File: config.mk
export PLATFORM = sky130hd
export DESIGN_NAME = two_link_inverse_kinematics_core
export DESIGN_NICKNAME = d
export VERILOG_FILES = /design/src/tlik_pkg.sv /design/src/tlik_mul.sv /design/src/tlik_sqrt.sv /design/src/tlik_div.sv /design/src/tlik_cordic.sv /design/src/two_link_inverse_kinematics_core.sv
export SDC_FILE = /design/constraint.sdc
export NUM_CORES = 2
export LEC_CHECK = 0
export BUFFER_PORTS_ARGS = -buffer_cell sky130_fd_sc_hd__buf_2
export CAP_MARGIN = 20
export CORE_MARGIN = 2
export CORE_UTILIZATION = 65
export DETAILED_ROUTE_END_ITERATION = 8
export HOLD_SLACK_MARGIN = 0.06
export PLACE_DENSITY_LB_ADDON = 0.3
export SYNTH_ARGS = -nofsm -noshare
export SYNTH_HDL_FRONTEND = slang
export SYNTH_HIERARCHICAL = 1
export SYNTH_SLANG_ARGS = --single-unit
File: constraint.sdc
create_clock -name clk -period 9.6 [get_ports clk]
set_clock_uncertainty 0.2 [all_clocks]
set_input_delay 1.92 -clock clk [delete_from_list [all_inputs] [get_ports clk]]
set_output_delay 1.92 -clock clk [all_outputs]
set_load 0.01 [all_outputs]
File: src/tlik_pkg.sv
`timescale 1ns / 1ps
// Shared types, widths, constants and tables of the two-link inverse kinematics core.
package tlik_pkg;

  // Serial multiplier: multiplicand, multiplier and product widths
  localparam int MUL_AW = 34;
  localparam int MUL_BW = 20;
  localparam int MUL_PW = 54;

  // Bit-pair square root
  localparam int SQ_W  = 36;
  localparam int SQ_RW = 19;

  // Restoring divider
  localparam int DIV_NW = 48;
  localparam int DIV_DW = 34;
  localparam int DIV_QW = 15;

  // Vectoring CORDIC
  localparam int COR_IW   = 16;
  localparam int COR_W    = 34;
  localparam int COR_ZW   = 24;
  localparam int COR_OW   = 18;
  localparam int COR_MAXN = 24;
  localparam int COR_IDXW = 5;
  localparam int HALF_PI_Q20 = 1647099;

  localparam int ANGLE_WIDTH_DEF  = 20;
  localparam int CORDIC_STEPS_DEF = 16;

  localparam logic [12:0] L1_RESET = 13'd2432;
  localparam logic [12:0] L2_RESET = 13'd2560;

  // 1.0 squared in Q.28
  localparam logic [28:0] ONE_SQ_Q28 = 29'h1000_0000;

  // Radians Q.14 to degrees: (mag*1260 + 11*2^14) / (22*2^14)
  localparam int DEG_MUL  = 1260;
  localparam int DEG_HALF = 180224;
  localparam int DEG_DIV  = 360448;
  localparam longint DEG_SAT = 64'd369098752;  // 1024 * DEG_DIV

  typedef enum logic [0:0] {
    REG_L1 = 1'b0,
    REG_L2 = 1'b1
  } reg_idx_t;

  typedef enum logic [4:0] {
    S_IDLE, S_MXX, S_MYY, S_ML1, S_ML2, S_SQR, S_MD1, S_MD2, S_CHK,
    S_DV1, S_DV2, S_MC1, S_SQ1, S_CO1, S_MC2, S_SQ2, S_CO2, S_CO0,
    S_ANG, S_MG1, S_DG1, S_MG2, S_DG2, S_DONE
  } state_t;

  // Arctangent of 2^-i in Q.20
  function automatic logic [20:0] atan_q20(input logic [COR_IDXW-1:0] i);
    logic [20:0] v;
    unique case (i)
      5'd0:  v = 21'd823550;
      5'd1:  v = 21'd486170;
      5'd2:  v = 21'd256879;
      5'd3:  v = 21'd130396;
      5'd4:  v = 21'd65451;
      5'd5:  v = 21'd32757;
      5'd6:  v = 21'd16383;
      5'd7:  v = 21'd8192;
      5'd8:  v = 21'd4096;
      5'd9:  v = 21'd2048;
      5'd10: v = 21'd1024;
      5'd11: v = 21'd512;
      5'd12: v = 21'd256;
      5'd13: v = 21'd128;
      5'd14: v = 21'd64;
      5'd15: v = 21'd32;
      5'd16: v = 21'd16;
      5'd17: v = 21'd8;
      5'd18: v = 21'd4;
      5'd19: v = 21'd2;
      5'd20: v = 21'd1;
      default: v = 21'd0;
    endcase
    return v;
  endfunction

endpackage

File: src/tlik_mul.sv
`timescale 1ns / 1ps
// Shift-and-add multiplier, one multiplier bit per cycle.
module tlik_mul (
  input  logic                          clk,
  input  logic                          rst_n,
  input  logic                          start,
  input  logic [tlik_pkg::MUL_AW-1:0]   a_in,
  input  logic [tlik_pkg::MUL_BW-1:0]   b_in,
  output logic                          done,
  output logic [tlik_pkg::MUL_PW-1:0]   prod
);

  logic                          busy_r, busy_nxt;
  logic                          done_r, done_nxt;
  logic [tlik_pkg::MUL_PW-1:0]   acc_r, acc_nxt;
  logic [tlik_pkg::MUL_PW-1:0]   a_r, a_nxt;
  logic [tlik_pkg::MUL_BW-1:0]   b_r, b_nxt;

  always_ff @(posedge clk) begin
    if (!rst_n) begin
      busy_r <= 1'b0;
      done_r <= 1'b0;
    end else begin
      busy_r <= busy_nxt;
      done_r <= done_nxt;
    end
  end

  always_ff @(posedge clk) begin
    acc_r <= acc_nxt;
    a_r   <= a_nxt;
    b_r   <= b_nxt;
  end

  always_comb begin
    busy_nxt = busy_r;
    done_nxt = 1'b0;
    acc_nxt  = acc_r;
    a_nxt    = a_r;
    b_nxt    = b_r;
    if (start) begin
      busy_nxt = 1'b1;
      acc_nxt  = '0;
      a_nxt    = tlik_pkg::MUL_PW'(a_in);
      b_nxt    = b_in;
    end else if (busy_r) begin
      if (b_r == '0) begin
        busy_nxt = 1'b0;
        done_nxt = 1'b1;
      end else begin
        if (b_r[0]) acc_nxt = acc_r + a_r;
        a_nxt = a_r << 1;
        b_nxt = b_r >> 1;
      end
    end
  end

  assign done = done_r;
  assign prod = acc_r;

endmodule

File: src/tlik_sqrt.sv
`timescale 1ns / 1ps
// Integer square root, one result bit per cycle.
module tlik_sqrt (
  input  logic                         clk,
  input  logic                         rst_n,
  input  logic                         start,
  input  logic [tlik_pkg::SQ_W-1:0]    v_in,
  output logic                         done,
  output logic [tlik_pkg::SQ_RW-1:0]   root
);

  localparam int STEPS = tlik_pkg::SQ_W / 2;
  localparam int CW    = $clog2(STEPS + 1);

  logic                        busy_r, busy_nxt;
  logic                        done_r, done_nxt;
  logic [tlik_pkg::SQ_W-1:0]   v_r, v_nxt;
  logic [tlik_pkg::SQ_W-1:0]   res_r, res_nxt;
  logic [tlik_pkg::SQ_W-1:0]   bit_r, bit_nxt;
  logic [CW-1:0]               cnt_r, cnt_nxt;
  logic [tlik_pkg::SQ_W-1:0]   trial;

  always_ff @(posedge clk) begin
    if (!rst_n) begin
      busy_r <= 1'b0;
      done_r <= 1'b0;
    end else begin
      busy_r <= busy_nxt;
      done_r <= done_nxt;
    end
  end

  always_ff @(posedge clk) begin
    v_r   <= v_nxt;
    res_r <= res_nxt;
    bit_r <= bit_nxt;
    cnt_r <= cnt_nxt;
  end

  assign trial = res_r + bit_r;

  always_comb begin
    busy_nxt = busy_r;
    done_nxt = 1'b0;
    v_nxt    = v_r;
    res_nxt  = res_r;
    bit_nxt  = bit_r;
    cnt_nxt  = cnt_r;
    if (start) begin
      busy_nxt = 1'b1;
      v_nxt    = v_in;
      res_nxt  = '0;
      bit_nxt  = tlik_pkg::SQ_W'(1) << (tlik_pkg::SQ_W - 2);
      cnt_nxt  = CW'(STEPS);
    end else if (busy_r) begin
      if (cnt_r == '0) begin
        busy_nxt = 1'b0;
        done_nxt = 1'b1;
      end else begin
        if (v_r >= trial) begin
          v_nxt   = v_r - trial;
          res_nxt = (res_r >> 1) + bit_r;
        end else begin
          res_nxt = res_r >> 1;
        end
        bit_nxt = bit_r >> 2;
        cnt_nxt = cnt_r - CW'(1);
      end
    end
  end

  assign done = done_r;
  assign root = res_r[tlik_pkg::SQ_RW-1:0];

endmodule

File: src/tlik_div.sv
`timescale 1ns / 1ps
// Restoring divider, one quotient bit per cycle.
module tlik_div (
  input  logic                          clk,
  input  logic                          rst_n,
  input  logic                          start,
  input  logic [tlik_pkg::DIV_NW-1:0]   n_in,
  input  logic [tlik_pkg::DIV_DW-1:0]   d_in,
  output logic                          done,
  output logic [tlik_pkg::DIV_QW-1:0]   quot
);

  localparam int QW = tlik_pkg::DIV_QW;
  localparam int CW = $clog2(QW + 1);

  logic                          busy_r, busy_nxt;
  logic                          done_r, done_nxt;
  logic [tlik_pkg::DIV_NW-1:0]   rem_r, rem_nxt;
  logic [tlik_pkg::DIV_NW-1:0]   ds_r, ds_nxt;
  logic [QW-1:0]                 q_r, q_nxt;
  logic [CW-1:0]                 cnt_r, cnt_nxt;

  always_ff @(posedge clk) begin
    if (!rst_n) begin
      busy_r <= 1'b0;
      done_r <= 1'b0;
    end else begin
      busy_r <= busy_nxt;
      done_r <= done_nxt;
    end
  end

  always_ff @(posedge clk) begin
    rem_r <= rem_nxt;
    ds_r  <= ds_nxt;
    q_r   <= q_nxt;
    cnt_r <= cnt_nxt;
  end

  always_comb begin
    busy_nxt = busy_r;
    done_nxt = 1'b0;
    rem_nxt  = rem_r;
    ds_nxt   = ds_r;
    q_nxt    = q_r;
    cnt_nxt  = cnt_r;
    if (start) begin
      busy_nxt = 1'b1;
      rem_nxt  = n_in;
      ds_nxt   = tlik_pkg::DIV_NW'(d_in) << (QW - 1);
      q_nxt    = '0;
      cnt_nxt  = CW'(QW);
    end else if (busy_r) begin
      if (cnt_r == '0) begin
        busy_nxt = 1'b0;
        done_nxt = 1'b1;
      end else begin
        if (rem_r >= ds_r) begin
          rem_nxt = rem_r - ds_r;
          q_nxt   = {q_r[QW-2:0], 1'b1};
        end else begin
          q_nxt   = {q_r[QW-2:0], 1'b0};
        end
        ds_nxt  = ds_r >> 1;
        cnt_nxt = cnt_r - CW'(1);
      end
    end
  end

  assign done = done_r;
  assign quot = q_r;

endmodule

File: src/tlik_cordic.sv
`timescale 1ns / 1ps
// Vectoring CORDIC for atan2, one micro-rotation per cycle.
module tlik_cordic #(
  parameter int CORDIC_STEPS = tlik_pkg::CORDIC_STEPS_DEF
) (
  input  logic                                clk,
  input  logic                                rst_n,
  input  logic                                start,
  input  logic signed [tlik_pkg::COR_IW-1:0]  y_in,
  input  logic signed [tlik_pkg::COR_IW-1:0]  x_in,
  output logic                                done,
  output logic signed [tlik_pkg::COR_OW-1:0]  ang
);

  localparam int W  = tlik_pkg::COR_W;
  localparam int ZW = tlik_pkg::COR_ZW;
  localparam int IW = tlik_pkg::COR_IDXW;
  localparam int NSTEPS = (CORDIC_STEPS > tlik_pkg::COR_MAXN) ? tlik_pkg::COR_MAXN
                                                               : CORDIC_STEPS;

  logic                 busy_r, busy_nxt;
  logic                 done_r, done_nxt;
  logic signed [W-1:0]  px_r, px_nxt;
  logic signed [W-1:0]  py_r, py_nxt;
  logic signed [ZW-1:0] z_r, z_nxt;
  logic [IW-1:0]        i_r, i_nxt;
  logic signed [W-1:0]  xs, ys, sx, sy;
  logic signed [ZW-1:0] tab, zr;

  always_ff @(posedge clk) begin
    if (!rst_n) begin
      busy_r <= 1'b0;
      done_r <= 1'b0;
    end else begin
      busy_r <= busy_nxt;
      done_r <= done_nxt;
    end
  end

  always_ff @(posedge clk) begin
    px_r <= px_nxt;
    py_r <= py_nxt;
    z_r  <= z_nxt;
    i_r  <= i_nxt;
  end

  assign xs  = W'(x_in) <<< 14;
  assign ys  = W'(y_in) <<< 14;
  assign sx  = px_r >>> i_r;
  assign sy  = py_r >>> i_r;
  assign tab = $signed(ZW'(tlik_pkg::atan_q20(i_r)));

  always_comb begin
    busy_nxt = busy_r;
    done_nxt = 1'b0;
    px_nxt   = px_r;
    py_nxt   = py_r;
    z_nxt    = z_r;
    i_nxt    = i_r;
    if (start) begin
      busy_nxt = 1'b1;
      i_nxt    = '0;
      // pre-rotate a quarter turn for the left half-plane
      if (xs < 0) begin
        if (ys >= 0) begin
          px_nxt = ys;
          py_nxt = -xs;
          z_nxt  = ZW'(tlik_pkg::HALF_PI_Q20);
        end else begin
          px_nxt = -ys;
          py_nxt = xs;
          z_nxt  = -ZW'(tlik_pkg::HALF_PI_Q20);
        end
      end else begin
        px_nxt = xs;
        py_nxt = ys;
        z_nxt  = '0;
      end
    end else if (busy_r) begin
      if (i_r == IW'(NSTEPS)) begin
        busy_nxt = 1'b0;
        done_nxt = 1'b1;
      end else begin
        if (py_r >= 0) begin
          px_nxt = px_r + sy;
          py_nxt = py_r - sx;
          z_nxt  = z_r + tab;
        end else begin
          px_nxt = px_r - sy;
          py_nxt = py_r + sx;
          z_nxt  = z_r - tab;
        end
        i_nxt = i_r + IW'(1);
      end
    end
  end

  // round Q.20 to Q.14
  assign zr   = z_r + ZW'(32);
  assign ang  = zr[tlik_pkg::COR_OW+5:6];
  assign done = done_r;

endmodule

File: src/two_link_inverse_kinematics_core.sv
`timescale 1ns / 1ps
// Top level of the two-link planar inverse kinematics core.
//
// Each request carries a target point (x,y) in 1/256 cm. The core finds the
// shoulder angle atan2(y,x) + acos((l1^2+r^2-l2^2)/(2*l1*r)) and the elbow
// angle -acos((r^2-l1^2-l2^2)/(2*l1*l2)) in Q.14 radians, and returns the
// change of each against the last reachable target in motor degrees
// (x 180*7/22, rounded half away from zero, saturated to -1024..1023). A
// target with r zero, a zero link length, or an acos argument beyond +/-1 is
// flagged unreachable with zero deltas and leaves the stored angles alone.
// One request is worked at a time by a sequencer driving four shared
// bit-serial units: a shift-add multiplier (it stops early when the rest of
// the multiplier is zero), the square root, the restoring divider and the
// CORDIC. The serial multiplier is used ten times for a reachable target. A
// new request is taken while the previous result still waits on the output
// register.
// Link lengths sit at byte addresses 0 and 4 and should only be written while
// the core is idle.
module two_link_inverse_kinematics_core #(
  parameter int ANGLE_WIDTH  = tlik_pkg::ANGLE_WIDTH_DEF,
  parameter int CORDIC_STEPS = tlik_pkg::CORDIC_STEPS_DEF
) (
  input  logic               clk,
  input  logic               rst_n,
  input  logic               in_valid,
  output logic               in_ready,
  input  logic signed [13:0] in_target_x,
  input  logic signed [13:0] in_target_y,
  output logic               out_valid,
  input  logic               out_ready,
  output logic signed [10:0] out_shoulder_delta_deg,
  output logic signed [10:0] out_elbow_delta_deg,
  output logic               out_unreachable,
  input  logic               cfg_psel,
  input  logic               cfg_penable,
  input  logic               cfg_pwrite,
  input  logic [2:0]         cfg_paddr,
  input  logic [31:0]        cfg_pwdata,
  output logic [31:0]        cfg_prdata,
  output logic               cfg_pready
);

  localparam int AW = ANGLE_WIDTH;
  localparam int DW = AW + 1;
  localparam int SW = AW + 19;

  // Sequencer and configuration
  tlik_pkg::state_t state_r, state_nxt;
  logic             go_r;
  logic [12:0]      l1_r, l2_r;
  logic             out_valid_r, out_valid_nxt;
  logic signed [AW-1:0] last_sh_r, last_sh_nxt;
  logic signed [AW-1:0] last_el_r, last_el_nxt;

  // Working registers
  logic signed [13:0] x_r, x_nxt, y_r, y_nxt;
  logic [27:0]        r2_r, r2_nxt;
  logic [25:0]        l1sq_r, l1sq_nxt, l2sq_r, l2sq_nxt;
  logic [tlik_pkg::SQ_RW-1:0] r_r, r_nxt;
  logic [32:0]        den1_r, den1_nxt;
  logic [26:0]        den2_r, den2_nxt;
  logic [32:0]        mag1_r, mag1_nxt;
  logic [28:0]        mag2_r, mag2_nxt;
  logic               neg1_r, neg1_nxt, neg2_r, neg2_nxt;
  logic [14:0]        cm1_r, cm1_nxt, cm2_r, cm2_nxt;
  logic [14:0]        s_r, s_nxt;
  logic signed [17:0] acos1_r, acos1_nxt, acos2_r, acos2_nxt, atan_r, atan_nxt;
  logic signed [DW-1:0] dsh_r, dsh_nxt, del_r, del_nxt;
  logic signed [10:0] shdeg_r, shdeg_nxt, eldeg_r, eldeg_nxt;
  logic               unr_r, unr_nxt;
  logic signed [10:0] osh_r, osh_nxt, oel_r, oel_nxt;
  logic               ounr_r, ounr_nxt;

  // Shared units
  logic                              mul_start, mul_done;
  logic [tlik_pkg::MUL_AW-1:0]       mul_a;
  logic [tlik_pkg::MUL_BW-1:0]       mul_b;
  logic [tlik_pkg::MUL_PW-1:0]       mul_p;
  logic                              sq_start, sq_done;
  logic [tlik_pkg::SQ_W-1:0]         sq_v;
  logic [tlik_pkg::SQ_RW-1:0]        sq_root;
  logic                              div_start, div_done;
  logic [tlik_pkg::DIV_NW-1:0]       div_n;
  logic [tlik_pkg::DIV_DW-1:0]       div_d;
  logic [tlik_pkg::DIV_QW-1:0]       div_q;
  logic                              cor_start, cor_done;
  logic signed [tlik_pkg::COR_IW-1:0] cor_y, cor_x;
  logic signed [tlik_pkg::COR_OW-1:0] cor_ang;

  // Combinational helpers
  logic [13:0]          xm, ym;
  logic signed [33:0]   num1_s;
  logic signed [29:0]   num2_s;
  logic [33:0]          mag1_w;
  logic [29:0]          mag2_w;
  logic                 reach_ok;
  logic signed [15:0]   c1_s, c2_s;
  logic signed [18:0]   sh_sum, el_sum;
  logic signed [SW-1:0] sh_ext, el_ext;
  logic signed [AW-1:0] sh_wrap, el_wrap;
  logic signed [DW-1:0] dsh_w, del_w;
  logic [DW-1:0]        dsh_mag, del_mag;
  logic [tlik_pkg::MUL_PW-1:0] deg_t;
  logic                 deg_sat;

  tlik_mul u_mul (
    .clk   (clk),
    .rst_n (rst_n),
    .start (mul_start),
    .a_in  (mul_a),
    .b_in  (mul_b),
    .done  (mul_done),
    .prod  (mul_p)
  );

  tlik_sqrt u_sqrt (
    .clk   (clk),
    .rst_n (rst_n),
    .start (sq_start),
    .v_in  (sq_v),
    .done  (sq_done),
    .root  (sq_root)
  );

  tlik_div u_div (
    .clk   (clk),
    .rst_n (rst_n),
    .start (div_start),
    .n_in  (div_n),
    .d_in  (div_d),
    .done  (div_done),
    .quot  (div_q)
  );

  tlik_cordic #(
    .CORDIC_STEPS (CORDIC_STEPS)
  ) u_cordic (
    .clk   (clk),
    .rst_n (rst_n),
    .start (cor_start),
    .y_in  (cor_y),
    .x_in  (cor_x),
    .done  (cor_done),
    .ang   (cor_ang)
  );

  // ---------------------------------------------------------------------------
  // Configuration port: writes land on the access phase, reads are direct.
  // ---------------------------------------------------------------------------
  assign cfg_pready = 1'b1;
  assign cfg_prdata = (tlik_pkg::reg_idx_t'(cfg_paddr[2]) == tlik_pkg::REG_L2) ?
                      32'(l2_r) : 32'(l1_r);

  // ---------------------------------------------------------------------------
  // Control registers
  // ---------------------------------------------------------------------------
  always_ff @(posedge clk) begin
    if (!rst_n) begin
      state_r     <= tlik_pkg::S_IDLE;
      go_r        <= 1'b0;
      out_valid_r <= 1'b0;
      last_sh_r   <= '0;
      last_el_r   <= '0;
      l1_r        <= tlik_pkg::L1_RESET;
      l2_r        <= tlik_pkg::L2_RESET;
    end else begin
      state_r     <= state_nxt;
      go_r        <= (state_nxt != state_r);
      out_valid_r <= out_valid_nxt;
      last_sh_r   <= last_sh_nxt;
      last_el_r   <= last_el_nxt;
      if (cfg_psel && cfg_penable && cfg_pwrite && cfg_pready) begin
        if (tlik_pkg::reg_idx_t'(cfg_paddr[2]) == tlik_pkg::REG_L2) l2_r <= cfg_pwdata[12:0];
        else l1_r <= cfg_pwdata[12:0];
      end
    end
  end

  // Payload registers
  always_ff @(posedge clk) begin
    x_r     <= x_nxt;
    y_r     <= y_nxt;
    r2_r    <= r2_nxt;
    l1sq_r  <= l1sq_nxt;
    l2sq_r  <= l2sq_nxt;
    r_r     <= r_nxt;
    den1_r  <= den1_nxt;
    den2_r  <= den2_nxt;
    mag1_r  <= mag1_nxt;
    mag2_r  <= mag2_nxt;
    neg1_r  <= neg1_nxt;
    neg2_r  <= neg2_nxt;
    cm1_r   <= cm1_nxt;
    cm2_r   <= cm2_nxt;
    s_r     <= s_nxt;
    acos1_r <= acos1_nxt;
    acos2_r <= acos2_nxt;
    atan_r  <= atan_nxt;
    dsh_r   <= dsh_nxt;
    del_r   <= del_nxt;
    shdeg_r <= shdeg_nxt;
    eldeg_r <= eldeg_nxt;
    unr_r   <= unr_nxt;
    osh_r   <= osh_nxt;
    oel_r   <= oel_nxt;
    ounr_r  <= ounr_nxt;
  end

  // ---------------------------------------------------------------------------
  // Datapath helpers
  // ---------------------------------------------------------------------------
  assign xm = x_r[13] ? 14'(-x_r) : 14'(x_r);
  assign ym = y_r[13] ? 14'(-y_r) : 14'(y_r);

  // acos numerators: law of cosines, the shoulder one scaled to match r in Q.12
  assign num1_s = (34'(l1sq_r) + 34'(r2_r) - 34'(l2sq_r)) <<< 4;
  assign num2_s = 30'(r2_r) - 30'(l1sq_r) - 30'(l2sq_r);
  assign mag1_w = num1_s[33] ? 34'(-num1_s) : 34'(num1_s);
  assign mag2_w = num2_s[29] ? 30'(-num2_s) : 30'(num2_s);
  assign reach_ok = (den1_r != '0) && (den2_r != '0) &&
                    (mag1_w <= 34'(den1_r)) && (mag2_w <= 30'(den2_r));

  assign c1_s = neg1_r ? -$signed({1'b0, cm1_r}) : $signed({1'b0, cm1_r});
  assign c2_s = neg2_r ? -$signed({1'b0, cm2_r}) : $signed({1'b0, cm2_r});

  // New angles, wrapped to the stored width, and their change
  assign sh_sum  = 19'(atan_r) + 19'(acos1_r);
  assign el_sum  = -19'(acos2_r);
  assign sh_ext  = SW'(sh_sum);
  assign el_ext  = SW'(el_sum);
  assign sh_wrap = sh_ext[AW-1:0];
  assign el_wrap = el_ext[AW-1:0];
  assign dsh_w   = DW'(sh_wrap) - DW'(last_sh_r);
  assign del_w   = DW'(el_wrap) - DW'(last_el_r);
  assign dsh_mag = dsh_r[DW-1] ? DW'(-dsh_r) : DW'(dsh_r);
  assign del_mag = del_r[DW-1] ? DW'(-del_r) : DW'(del_r);

  // Degree conversion: the multiplier holds |delta|*1260 once it is done
  assign deg_t   = mul_p + tlik_pkg::MUL_PW'(tlik_pkg::DEG_HALF);
  assign deg_sat = (deg_t >= tlik_pkg::MUL_PW'(tlik_pkg::DEG_SAT));

  // ---------------------------------------------------------------------------
  // Unit operand selection; each unit starts on the first cycle of its state
  // ---------------------------------------------------------------------------
  always_comb begin
    mul_start = 1'b0;
    sq_start  = 1'b0;
    div_start = 1'b0;
    cor_start = 1'b0;
    mul_a     = '0;
    mul_b     = '0;
    sq_v      = '0;
    div_n     = '0;
    div_d     = '0;
    cor_y     = '0;
    cor_x     = '0;
    unique case (state_r)
      tlik_pkg::S_MXX: begin
        mul_start = go_r;
        mul_a     = tlik_pkg::MUL_AW'(xm);
        mul_b     = tlik_pkg::MUL_BW'(xm);
      end
      tlik_pkg::S_MYY: begin
        mul_start = go_r;
        mul_a     = tlik_pkg::MUL_AW'(ym);
        mul_b     = tlik_pkg::MUL_BW'(ym);
      end
      tlik_pkg::S_ML1: begin
        mul_start = go_r;
        mul_a     = tlik_pkg::MUL_AW'(l1_r);
        mul_b     = tlik_pkg::MUL_BW'(l1_r);
      end
      tlik_pkg::S_ML2: begin
        mul_start = go_r;
        mul_a     = tlik_pkg::MUL_AW'(l2_r);
        mul_b     = tlik_pkg::MUL_BW'(l2_r);
      end
      tlik_pkg::S_SQR: begin
        sq_start = go_r;
        sq_v     = tlik_pkg::SQ_W'({r2_r, 8'd0});
      end
      tlik_pkg::S_MD1: begin
        mul_start = go_r;
        mul_a     = tlik_pkg::MUL_AW'(l1_r);
        mul_b     = tlik_pkg::MUL_BW'(r_r);
      end
      tlik_pkg::S_MD2: begin
        mul_start = go_r;
        mul_a     = tlik_pkg::MUL_AW'(l1_r);
        mul_b     = tlik_pkg::MUL_BW'(l2_r);
      end
      tlik_pkg::S_DV1: begin
        div_start = go_r;
        div_n     = (tlik_pkg::DIV_NW'(mag1_r) << 14) + tlik_pkg::DIV_NW'(den1_r >> 1);
        div_d     = tlik_pkg::DIV_DW'(den1_r);
      end
      tlik_pkg::S_DV2: begin
        div_start = go_r;
        div_n     = (tlik_pkg::DIV_NW'(mag2_r) << 14) + tlik_pkg::DIV_NW'(den2_r >> 1);
        div_d     = tlik_pkg::DIV_DW'(den2_r);
      end
      tlik_pkg::S_MC1: begin
        mul_start = go_r;
        mul_a     = tlik_pkg::MUL_AW'(cm1_r);
        mul_b     = tlik_pkg::MUL_BW'(cm1_r);
      end
      tlik_pkg::S_MC2: begin
        mul_start = go_r;
        mul_a     = tlik_pkg::MUL_AW'(cm2_r);
        mul_b     = tlik_pkg::MUL_BW'(cm2_r);
      end
      tlik_pkg::S_SQ1, tlik_pkg::S_SQ2: begin
        // sin from cos: sqrt(1 - c^2), the square still sits in the multiplier
        sq_start = go_r;
        sq_v     = tlik_pkg::SQ_W'(tlik_pkg::ONE_SQ_Q28 - mul_p[28:0]);
      end
      tlik_pkg::S_CO1: begin
        cor_start = go_r;
        cor_y     = $signed({1'b0, s_r});
        cor_x     = c1_s;
      end
      tlik_pkg::S_CO2: begin
        cor_start = go_r;
        cor_y     = $signed({1'b0, s_r});
        cor_x     = c2_s;
      end
      tlik_pkg::S_CO0: begin
        cor_start = go_r;
        cor_y     = tlik_pkg::COR_IW'(y_r);
        cor_x     = tlik_pkg::COR_IW'(x_r);
      end
      tlik_pkg::S_MG1: begin
        mul_start = go_r;
        mul_a     = tlik_pkg::MUL_AW'(dsh_mag);
        mul_b     = tlik_pkg::MUL_BW'(tlik_pkg::DEG_MUL);
      end
      tlik_pkg::S_MG2: begin
        mul_start = go_r;
        mul_a     = tlik_pkg::MUL_AW'(del_mag);
        mul_b     = tlik_pkg::MUL_BW'(tlik_pkg::DEG_MUL);
      end
      tlik_pkg::S_DG1, tlik_pkg::S_DG2: begin
        div_start = go_r;
        div_n     = deg_t[tlik_pkg::DIV_NW-1:0];
        div_d     = tlik_pkg::DIV_DW'(tlik_pkg::DEG_DIV);
      end
      default: begin
      end
    endcase
  end

  // ---------------------------------------------------------------------------
  // Sequencer: next state and register updates
  // ---------------------------------------------------------------------------
  always_comb begin
    state_nxt     = state_r;
    out_valid_nxt = out_valid_r;
    last_sh_nxt   = last_sh_r;
    last_el_nxt   = last_el_r;
    x_nxt     = x_r;
    y_nxt     = y_r;
    r2_nxt    = r2_r;
    l1sq_nxt  = l1sq_r;
    l2sq_nxt  = l2sq_r;
    r_nxt     = r_r;
    den1_nxt  = den1_r;
    den2_nxt  = den2_r;
    mag1_nxt  = mag1_r;
    mag2_nxt  = mag2_r;
    neg1_nxt  = neg1_r;
    neg2_nxt  = neg2_r;
    cm1_nxt   = cm1_r;
    cm2_nxt   = cm2_r;
    s_nxt     = s_r;
    acos1_nxt = acos1_r;
    acos2_nxt = acos2_r;
    atan_nxt  = atan_r;
    dsh_nxt   = dsh_r;
    del_nxt   = del_r;
    shdeg_nxt = shdeg_r;
    eldeg_nxt = eldeg_r;
    unr_nxt   = unr_r;
    osh_nxt   = osh_r;
    oel_nxt   = oel_r;
    ounr_nxt  = ounr_r;

    in_ready = (state_r == tlik_pkg::S_IDLE);

    // drop the result once it is taken
    if (out_valid_r && out_ready) out_valid_nxt = 1'b0;

    unique case (state_r)
      tlik_pkg::S_IDLE: begin
        if (in_valid) begin
          x_nxt     = in_target_x;
          y_nxt     = in_target_y;
          state_nxt = tlik_pkg::S_MXX;
        end
      end
      tlik_pkg::S_MXX: begin
        if (mul_done) begin
          r2_nxt    = mul_p[27:0];
          state_nxt = tlik_pkg::S_MYY;
        end
      end
      tlik_pkg::S_MYY: begin
        if (mul_done) begin
          r2_nxt    = r2_r + mul_p[27:0];
          state_nxt = tlik_pkg::S_ML1;
        end
      end
      tlik_pkg::S_ML1: begin
        if (mul_done) begin
          l1sq_nxt  = mul_p[25:0];
          state_nxt = tlik_pkg::S_ML2;
        end
      end
      tlik_pkg::S_ML2: begin
        if (mul_done) begin
          l2sq_nxt  = mul_p[25:0];
          state_nxt = tlik_pkg::S_SQR;
        end
      end
      tlik_pkg::S_SQR: begin
        if (sq_done) begin
          r_nxt     = sq_root;
          state_nxt = tlik_pkg::S_MD1;
        end
      end
      tlik_pkg::S_MD1: begin
        if (mul_done) begin
          den1_nxt  = {mul_p[31:0], 1'b0};
          state_nxt = tlik_pkg::S_MD2;
        end
      end
      tlik_pkg::S_MD2: begin
        if (mul_done) begin
          den2_nxt  = {mul_p[25:0], 1'b0};
          state_nxt = tlik_pkg::S_CHK;
        end
      end
      tlik_pkg::S_CHK: begin
        mag1_nxt = mag1_w[32:0];
        mag2_nxt = mag2_w[28:0];
        neg1_nxt = num1_s[33];
        neg2_nxt = num2_s[29];
        if (reach_ok) begin
          state_nxt = tlik_pkg::S_DV1;
        end else begin
          // out of reach: zero deltas, angles untouched
          shdeg_nxt = '0;
          eldeg_nxt = '0;
          unr_nxt   = 1'b1;
          state_nxt = tlik_pkg::S_DONE;
        end
      end
      tlik_pkg::S_DV1: begin
        if (div_done) begin
          cm1_nxt   = div_q;
          state_nxt = tlik_pkg::S_DV2;
        end
      end
      tlik_pkg::S_DV2: begin
        if (div_done) begin
          cm2_nxt   = div_q;
          state_nxt = tlik_pkg::S_MC1;
        end
      end
      tlik_pkg::S_MC1: begin
        if (mul_done) state_nxt = tlik_pkg::S_SQ1;
      end
      tlik_pkg::S_SQ1: begin
        if (sq_done) begin
          s_nxt     = sq_root[14:0];
          state_nxt = tlik_pkg::S_CO1;
        end
      end
      tlik_pkg::S_CO1: begin
        if (cor_done) begin
          acos1_nxt = cor_ang;
          state_nxt = tlik_pkg::S_MC2;
        end
      end
      tlik_pkg::S_MC2: begin
        if (mul_done) state_nxt = tlik_pkg::S_SQ2;
      end
      tlik_pkg::S_SQ2: begin
        if (sq_done) begin
          s_nxt     = sq_root[14:0];
          state_nxt = tlik_pkg::S_CO2;
        end
      end
      tlik_pkg::S_CO2: begin
        if (cor_done) begin
          acos2_nxt = cor_ang;
          state_nxt = tlik_pkg::S_CO0;
        end
      end
      tlik_pkg::S_CO0: begin
        if (cor_done) begin
          atan_nxt  = cor_ang;
          state_nxt = tlik_pkg::S_ANG;
        end
      end
      tlik_pkg::S_ANG: begin
        dsh_nxt     = dsh_w;
        del_nxt     = del_w;
        last_sh_nxt = sh_wrap;
        last_el_nxt = el_wrap;
        state_nxt   = tlik_pkg::S_MG1;
      end
      tlik_pkg::S_MG1: begin
        if (mul_done) begin
          if (deg_sat) begin
            shdeg_nxt = dsh_r[DW-1] ? 11'sh400 : 11'sh3FF;
            state_nxt = tlik_pkg::S_MG2;
          end else begin
            state_nxt = tlik_pkg::S_DG1;
          end
        end
      end
      tlik_pkg::S_DG1: begin
        if (div_done) begin
          shdeg_nxt = dsh_r[DW-1] ? 11'(-div_q[10:0]) : 11'(div_q[10:0]);
          state_nxt = tlik_pkg::S_MG2;
        end
      end
      tlik_pkg::S_MG2: begin
        if (mul_done) begin
          unr_nxt = 1'b0;
          if (deg_sat) begin
            eldeg_nxt = del_r[DW-1] ? 11'sh400 : 11'sh3FF;
            state_nxt = tlik_pkg::S_DONE;
          end else begin
            state_nxt = tlik_pkg::S_DG2;
          end
        end
      end
      tlik_pkg::S_DG2: begin
        if (div_done) begin
          eldeg_nxt = del_r[DW-1] ? 11'(-div_q[10:0]) : 11'(div_q[10:0]);
          state_nxt = tlik_pkg::S_DONE;
        end
      end
      tlik_pkg::S_DONE: begin
        // hold until the output register is free
        if (!out_valid_r || out_ready) begin
          osh_nxt       = shdeg_r;
          oel_nxt       = eldeg_r;
          ounr_nxt      = unr_r;
          out_valid_nxt = 1'b1;
          state_nxt     = tlik_pkg::S_IDLE;
        end
      end
      default: begin
        state_nxt = tlik_pkg::S_IDLE;
      end
    endcase
  end

  assign out_valid              = out_valid_r;
  assign out_shoulder_delta_deg = osh_r;
  assign out_elbow_delta_deg    = oel_r;
  assign out_unreachable        = ounr_r;

endmodule

Word level (Yosys, flattened, before mapping)
Memories as Yosys holds them, arrays and structs flattened. A register that Yosys moved wholly into a read port is not among the register bits.
Index checks and enable logic that the tools add are counted.
{"block": "totals", "regBits": 950, "word_cells": 346, "inputBits": 70, "rom_bits": 640, "output_inout_bits": 58, "mem_count": 1}
{"block": "classes", "shifts": 2, "muxes": 123, "addsub": 39, "reduce_logical": 67, "eq_ne": 38, "order_cmp": 8, "n_bitwise": 10}
{"memory": "(name not given)", "depth": 32, "word_bits": 20, "rd": 1, "rd_ports_with_merged_regs": 1, "wr": 0, "line": "tlik_pkg.sv:57", "source": "unique case (i)"}
{"cell": "$mux W34", "count": 16}
{"cell": "$mux W48", "count": 7}
{"cell": "$mux W36", "count": 5}
{"cell": "$pmux W21 S8", "count": 1}
{"cell": "$pmux W19 S8", "count": 1}
{"cell": "$mux W24", "count": 6}
{"cell": "$pmux W48 S3", "count": 1}
{"cell": "$mux W5", "count": 25}
{"cell": "$mux W11", "count": 11}
{"cell": "$pmux W5 S24", "count": 1}
{"cell": "$pmux W33 S3", "count": 1}
{"cell": "$pmux W36 S2", "count": 1}
{"cell": "$add A34 B34 Y34", "count": 2}
{"cell": "$neg A30 Y34", "count": 2}
{"cell": "$sshr A34 B5 Y34", "count": 2}
{"cell": "$sub A34 B34 Y34", "count": 2}
{"cell": "$pmux W11 S3", "count": 2}
{"cell": "$mux W20", "count": 3}
{"cell": "$mux W28", "count": 2}
{"cell": "$pmux W28 S2", "count": 1}
{"cell": "$add A54 B18 Y54 const B", "count": 1}
{"cell": "$add A54 B54 Y54", "count": 1}
{"cell": "$ge A54 B29 Y1 const B", "count": 1}
{"cell": "$add A47 B32 Y48", "count": 1}
{"cell": "other kinds (68)", "count": 191}

Logic depth before layout (Yosys ltp)
{"block": "depth", "word_depth": 10, "mapped_depth": 44, "ltp_nobuf": 42}

By module
The synthesis kept the hierarchy.
{"module": "two_link_inverse_kinematics_core", "seq_area_each_um2": 14333.7, "area_per_inst_um2": 36473.7, "n_inst": 1, "cells_per_inst": 3917}
{"module": "tlik_cordic", "seq_area_each_um2": 3303.2, "area_per_inst_um2": 17206.5, "n_inst": 1, "cells_per_inst": 2005}
{"module": "tlik_sqrt", "seq_area_each_um2": 2302.2, "area_per_inst_um2": 8428.1, "n_inst": 1, "cells_per_inst": 1058}
{"module": "tlik_mul", "seq_area_each_um2": 3143.0, "area_per_inst_um2": 8201.6, "n_inst": 1, "cells_per_inst": 912}
{"module": "tlik_div", "seq_area_each_um2": 3163.0, "area_per_inst_um2": 7798.7, "n_inst": 1, "cells_per_inst": 926}

Worst setup path before layout
Ideal clock, no wire load.
{"block": "synth_timing", "path_kind": "flip-flop to flip-flop", "from": "register r2_r[0]", "to": "register eldeg_r[0], enable pin", "arrival_time_ns": 7.531, "setup_slack_ns": 1.588, "period_less_slack_ns": 8.012, "path_buffers": 1, "setup_time_ns": 0.281, "required_time_ns": 9.119, "stages_incl_launch_ff": 43, "cell_sequence": "edfxtp_1 > inv_1 > ha_1 > fa_1 > nand2b_1 > a21oi_1 > o21ai_0 > o21ai_0 > a31oi_1 > o21ai_0 > nand2_1 > a21boi_0 > o21ai_0 > a21boi_0 > o21ai_0 > nand2b_1 > xor2_1 > ha_1 > [... 7 more ...] > a211oi_1 > a21boi_1 > inv_1 > o21ai_0 > xnor2_1 > ha_1 > a21o_1 > a21o_1 > a21o_1 > a21oi_1 > nor2b_1 > o211ai_1 > a31oi_1 > a2111oi_0 > o211ai_1 > a41oi_1 > and3_4 > nor3_2"}
{"block": "synth_via", "elab_cells_between_ends": 14, "classes_between": "add/sub (6); order compare (2); eq/ne (1); mux (2); reduce/logical (3)"}
{"element": "from (decl)", "line": "two_link_inverse_kinematics_core.sv:57", "source": "logic [27:0] r2_r, r2_nxt;"}
{"element": "from (signal assigned)", "line": "two_link_inverse_kinematics_core.sv:183", "source": "r2_r <= r2_nxt;"}
{"element": "$sub A28 B26 Y29", "line": "two_link_inverse_kinematics_core.sv:217", "source": "assign num2_s = 30'(r2_r) - 30'(l1sq_r) - 30'(l2sq_r);"}
{"element": "$sub A29 B27 Y30", "line": "two_link_inverse_kinematics_core.sv:217"}
{"element": "via num2_s[29]", "line": "two_link_inverse_kinematics_core.sv:93", "source": "logic signed [29:0] num2_s;"}
{"element": "$mux W30", "line": "two_link_inverse_kinematics_core.sv:219", "source": "assign mag2_w = num2_s[29] ? 30'(-num2_s) : 30'(num2_s);"}
{"element": "via mag2_w[15]", "line": "two_link_inverse_kinematics_core.sv:95", "source": "logic [29:0] mag2_w;"}
{"element": "$le A30 B27 Y1", "line": "two_link_inverse_kinematics_core.sv:221", "source": "(mag1_w <= 34'(den1_r)) && (mag2_w <= 30'(den2_r));"}
{"element": "$logic_and A1 B1 Y1", "line": "two_link_inverse_kinematics_core.sv:221"}
{"element": "$ne A2 B2 Y1 (no line)"}
{"element": "$reduce_and A5 Y1 (no line)"}
{"element": "to (signal assigned)", "line": "two_link_inverse_kinematics_core.sv:202", "source": "eldeg_r <= eldeg_nxt;"}
{"element": "to (decl)", "line": "two_link_inverse_kinematics_core.sv:69", "source": "logic signed [10:0] shdeg_r, shdeg_nxt, eldeg_r, eldeg_nxt;"}
The timed path passes the listed nets, and every way through them passes these cells.
A chain may end at the register's enable or synchronous reset.

Final worst setup path
{"block": "layout_timing", "from": "register r2_r[1]", "to": "register shdeg_r[9], enable pin"}
{"block": "layout_via", "elab_cells_between_ends": 14, "classes_between": "add/sub (6); order compare (2); eq/ne (1); mux (2); reduce/logical (3)"}
{"element": "$sub A28 B26 Y29", "line": "two_link_inverse_kinematics_core.sv:217"}
{"element": "$sub A29 B27 Y30", "line": "two_link_inverse_kinematics_core.sv:217"}
{"element": "via num2_s[29]", "line": "two_link_inverse_kinematics_core.sv:93"}
{"element": "$mux W30", "line": "two_link_inverse_kinematics_core.sv:219"}
{"element": "via mag2_w[15]", "line": "two_link_inverse_kinematics_core.sv:95"}
{"element": "$le A30 B27 Y1", "line": "two_link_inverse_kinematics_core.sv:221"}
{"element": "$logic_and A1 B1 Y1", "line": "two_link_inverse_kinematics_core.sv:221"}
{"element": "$ne A2 B2 Y1 (no line)"}
{"element": "$reduce_and A5 Y1 (no line)"}
{"element": "to (signal assigned)", "line": "two_link_inverse_kinematics_core.sv:201", "source": "shdeg_r <= shdeg_nxt;"}
{"element": "to (decl)", "line": "two_link_inverse_kinematics_core.sv:69"}
The timed path passes the listed nets, and every way through them passes these cells.

==> impl_metrics.ini <==
[drt]
drc = 6
antenna_left = 0
dr.pass1.iters = 9
drtIter0Drc = 9367
vias = 70670
wl_per_cell_um = 23.38
via_per_inst = 6.788
totalWireLength_mm = 243.4

[sta]
setup-violations-final = 0
relSlewSlack_pct = 18.92
fin_ws_ns = 0.6291
rsz0062_at_grt = false
finalCriticalPeriod_ns = 8.971
finalSetupTns_ns = 0
worstMarginPinSlew_ns = 1.212
post-route-period-util_pct = 93.45
slew_violations = 0
clock.fmax_mhz = 111.5
hold_violations = 0

[place]
portBuffers = 86
gp_congestion = 1.041
hpwl_mm = 183.8
pre_cts_slack_ns = 0.2274

[synth]
synthesis.instances = 8818
synth_area_per_cell_um2 = 8.858
ys_warn_count = 6
synth_edf_count = 694
seq_area_frac_synth_pct = 33.60
ys_async_sr_fraction_pct = 0
synth_ff_type = edfxtp_1
synth_cell_types = 128
ys_ff_latch = 964
syn_area_um2 = 78110

[floorplanning]
row_count = 127
initial_core_util_pct = 65.37
fp.dieArea_um2 = 123000
pin_count = 128
fp.dieW_um = 350.7
core_um2 = 119500
die_h_um = 350.7

[clock_network]
cts_hold_buf = 0
clk_latency_ns = 0.78
cts_htree_levels = 3
cts.reportedPaths.clkPinSlew_ns = 0.06
cts_tree = done
clkSinkCount = 964
clockBufferDepth = 3
numCtsBuffers = 105
cts-root-buf = clkbuf_16

[finish]
syn_to_final_growth_pct = 6.771
multi_input_area_um2 = 48310
layout.nets = 9357
drive_gt1_share_pct = 8.231
regArea_um2 = 26260
fillers = 9198

[critical_path]
critPathArrivalTime_ns = 9.15
critPathTopFamily = compound AO/OA/AOI/OAI gates
crit_type = flop to flop
path_max_fanout = 11
cp.required_ns = 9.77
crit_top_cell = o21ai_0
cp_num_buf_inv = 3
start_kind = flop
critPathMaxStageDelay_ns = 0.51
cp-end-kind = flop
cpMaxStageDelayCell = nor3_4

[status]
violations = design-rule violations
status = finished, violations left

[global_route]
grt_first_pass_wirelength_mm = 371.3
antenna_found_initial = 8
grt_pass1_vias = 65500
track_usage_pct = 38.40
grt_max_degree = 181
overflow = 0

[min_path]
hold_path.class = flop to flop

[flow_run]
max_cap_viol_count = 0

[power_and_ir_drop]
leakagePower_nw = 32.46
ir_worst_vdd_uv = 184.3
p_per_area_nw_per_um2 = 146.5
==> flip-flops by register name, indices dropped and copies added (netlist names), 20 cells and up <==
register	count
del_r	20
l1sq_r	26
u_mul/b_r	20
u_cordic/py_r	34
den1_r	32
u_div/rem_r	48
u_mul/a_r	54
u_cordic/z_r	24
r2_r	28
mag2_r	29
u_mul/prod	54
dsh_r	20
u_cordic/tab	20
u_cordic/px_r	34
den2_r	26
u_sqrt/v_r	36
l2sq_r	26
u_sqrt/res_r	36
u_div/ds_r	48
mag1_r	29
==> cells by family after synthesis <==
logic type	after synthesis	share of synthesized area [%]
other cells	2	0.009615
fa+ha+maj	583	9.723
mux	305	5.410
flops	964	33.60
buf+inv	929	4.955
simple gates	2731	16.66
compound gates	2576	21.46
xor+xnor	728	8.181
==> worst register-to-register path: cells and delay by family (launching register included) <==
family | cells | cell delay (ns)
adder cells (fa/ha/maj) | 3 | 1.07
flip-flops | 1 | 0.43
AND/OR/NAND/NOR | 7 | 1.28
AO/OA/AOI/OAI | 26 | 4.63
XOR/XNOR | 2 | 0.32
buffers and inverters | 3 | 0.63
==> cell type report <==
cell class                 count  share of cell area (%)
antenna                        3                0.009002
tap                         1612                   2.418
clock inverter                58                  0.8837
timing repair buffer         195                   1.596
inverter                     478                   2.151
clock buffer                 141                   3.535
sequential                   964                   31.48
multi-input combinational   6960                   57.92
==> layout by cell type, fill, tap and decap left out, types with 95 or more instances in the layout <==
| cell type | synthesis | routed |
|---|---|---|
| nand2_1 | 1028 | 1026 |
| edfxtp_1 | 694 | 694 |
| a21oi_1 | 681 | 681 |
| nor2_1 | 568 | 564 |
| ha_1 | 543 | 543 |
| o21ai_0 | 545 | 542 |
| inv_1 | 473 | 470 |
| xnor2_1 | 419 | 419 |
| xor2_1 | 308 | 308 |
| dfxtp_1 | 270 | 265 |
| a21o_1 | 208 | 208 |
| nand3_1 | 201 | 200 |
| nor3_1 | 184 | 178 |
| o31ai_1 | 127 | 126 |
| clkbuf_16 | 0 | 109 |
| mux2i_1 | 106 | 106 |
| mux2_2 | 104 | 104 |
| buf_4 | 49 | 102 |
| nand4_1 | 99 | 99 |
| a211oi_1 | 96 | 95 |
==> worst paths after layout <==
kind                            startpoint  cells past startpoint                   endpoint  slack, ns
worst min-delay path            shdeg_r[5]                      0  out_shoulder_delta_deg[5]       0.22
worst max-delay path               r2_r[1]                     41                 shdeg_r[9]       0.63
worst max register to register     r2_r[1]                     41                 shdeg_r[9]       0.63
worst min register to register  shdeg_r[5]                      0  out_shoulder_delta_deg[5]       0.22
==> report_power, final <==
group	switching [W]	internal, W
registers	0.000250	0.00462
logic	0.00183	0.00120
clock network	0.00184	0.00248
==> cells in the mapped netlist, types with 208 or more instances <==
cell type / count / share of area (%)
clkbuf_1: 279 / 1.3
edfxtp_1: 694 / 27
ha_1: 543 / 8.7
xnor2_1: 419 / 4.7
o21ai_0: 545 / 3.5
dfxtp_1: 270 / 6.9
a21oi_1: 681 / 4.4
nand2_1: 1028 / 4.9
nor2_1: 568 / 2.7
inv_1: 473 / 2.3
a21o_1: 208 / 2.0
xor2_1: 308 / 3.5
==> timing repair <==
action,in CTS,in global routing
setup buffers,0,1
gates resized for setup,0,7
endpoints found under the setup margin,0,28
==> routing by layer <==
layer	part of all wire (%)	vias to the layer above	GRT usage (%)
met1	40	33450	52.40
met5	0	-	0
met4	4.6	0	16.94
met3	12	698	9.061
li1	-	32300	-
met2	44	4223	58.20
==> stage by stage <==
stage	util [%]	hold WS, ns	area [um^2]	power, W	instances
final	69.79	0.2198	83400	0.01222	10410
after detailed placement	66.62	0.2045	79600	0.007842	10200
after global placement	66.62	0.2022	79600	0.007753	10200
after global routing	69.79	0.2261	83390	0.01265	10410
after CTS	69.70	0.2185	83290	0.01213	10400
after floorplan	-	0.2003	78240	0.007066	8853
No activity file was read; power rests on OpenSTA's default activity.
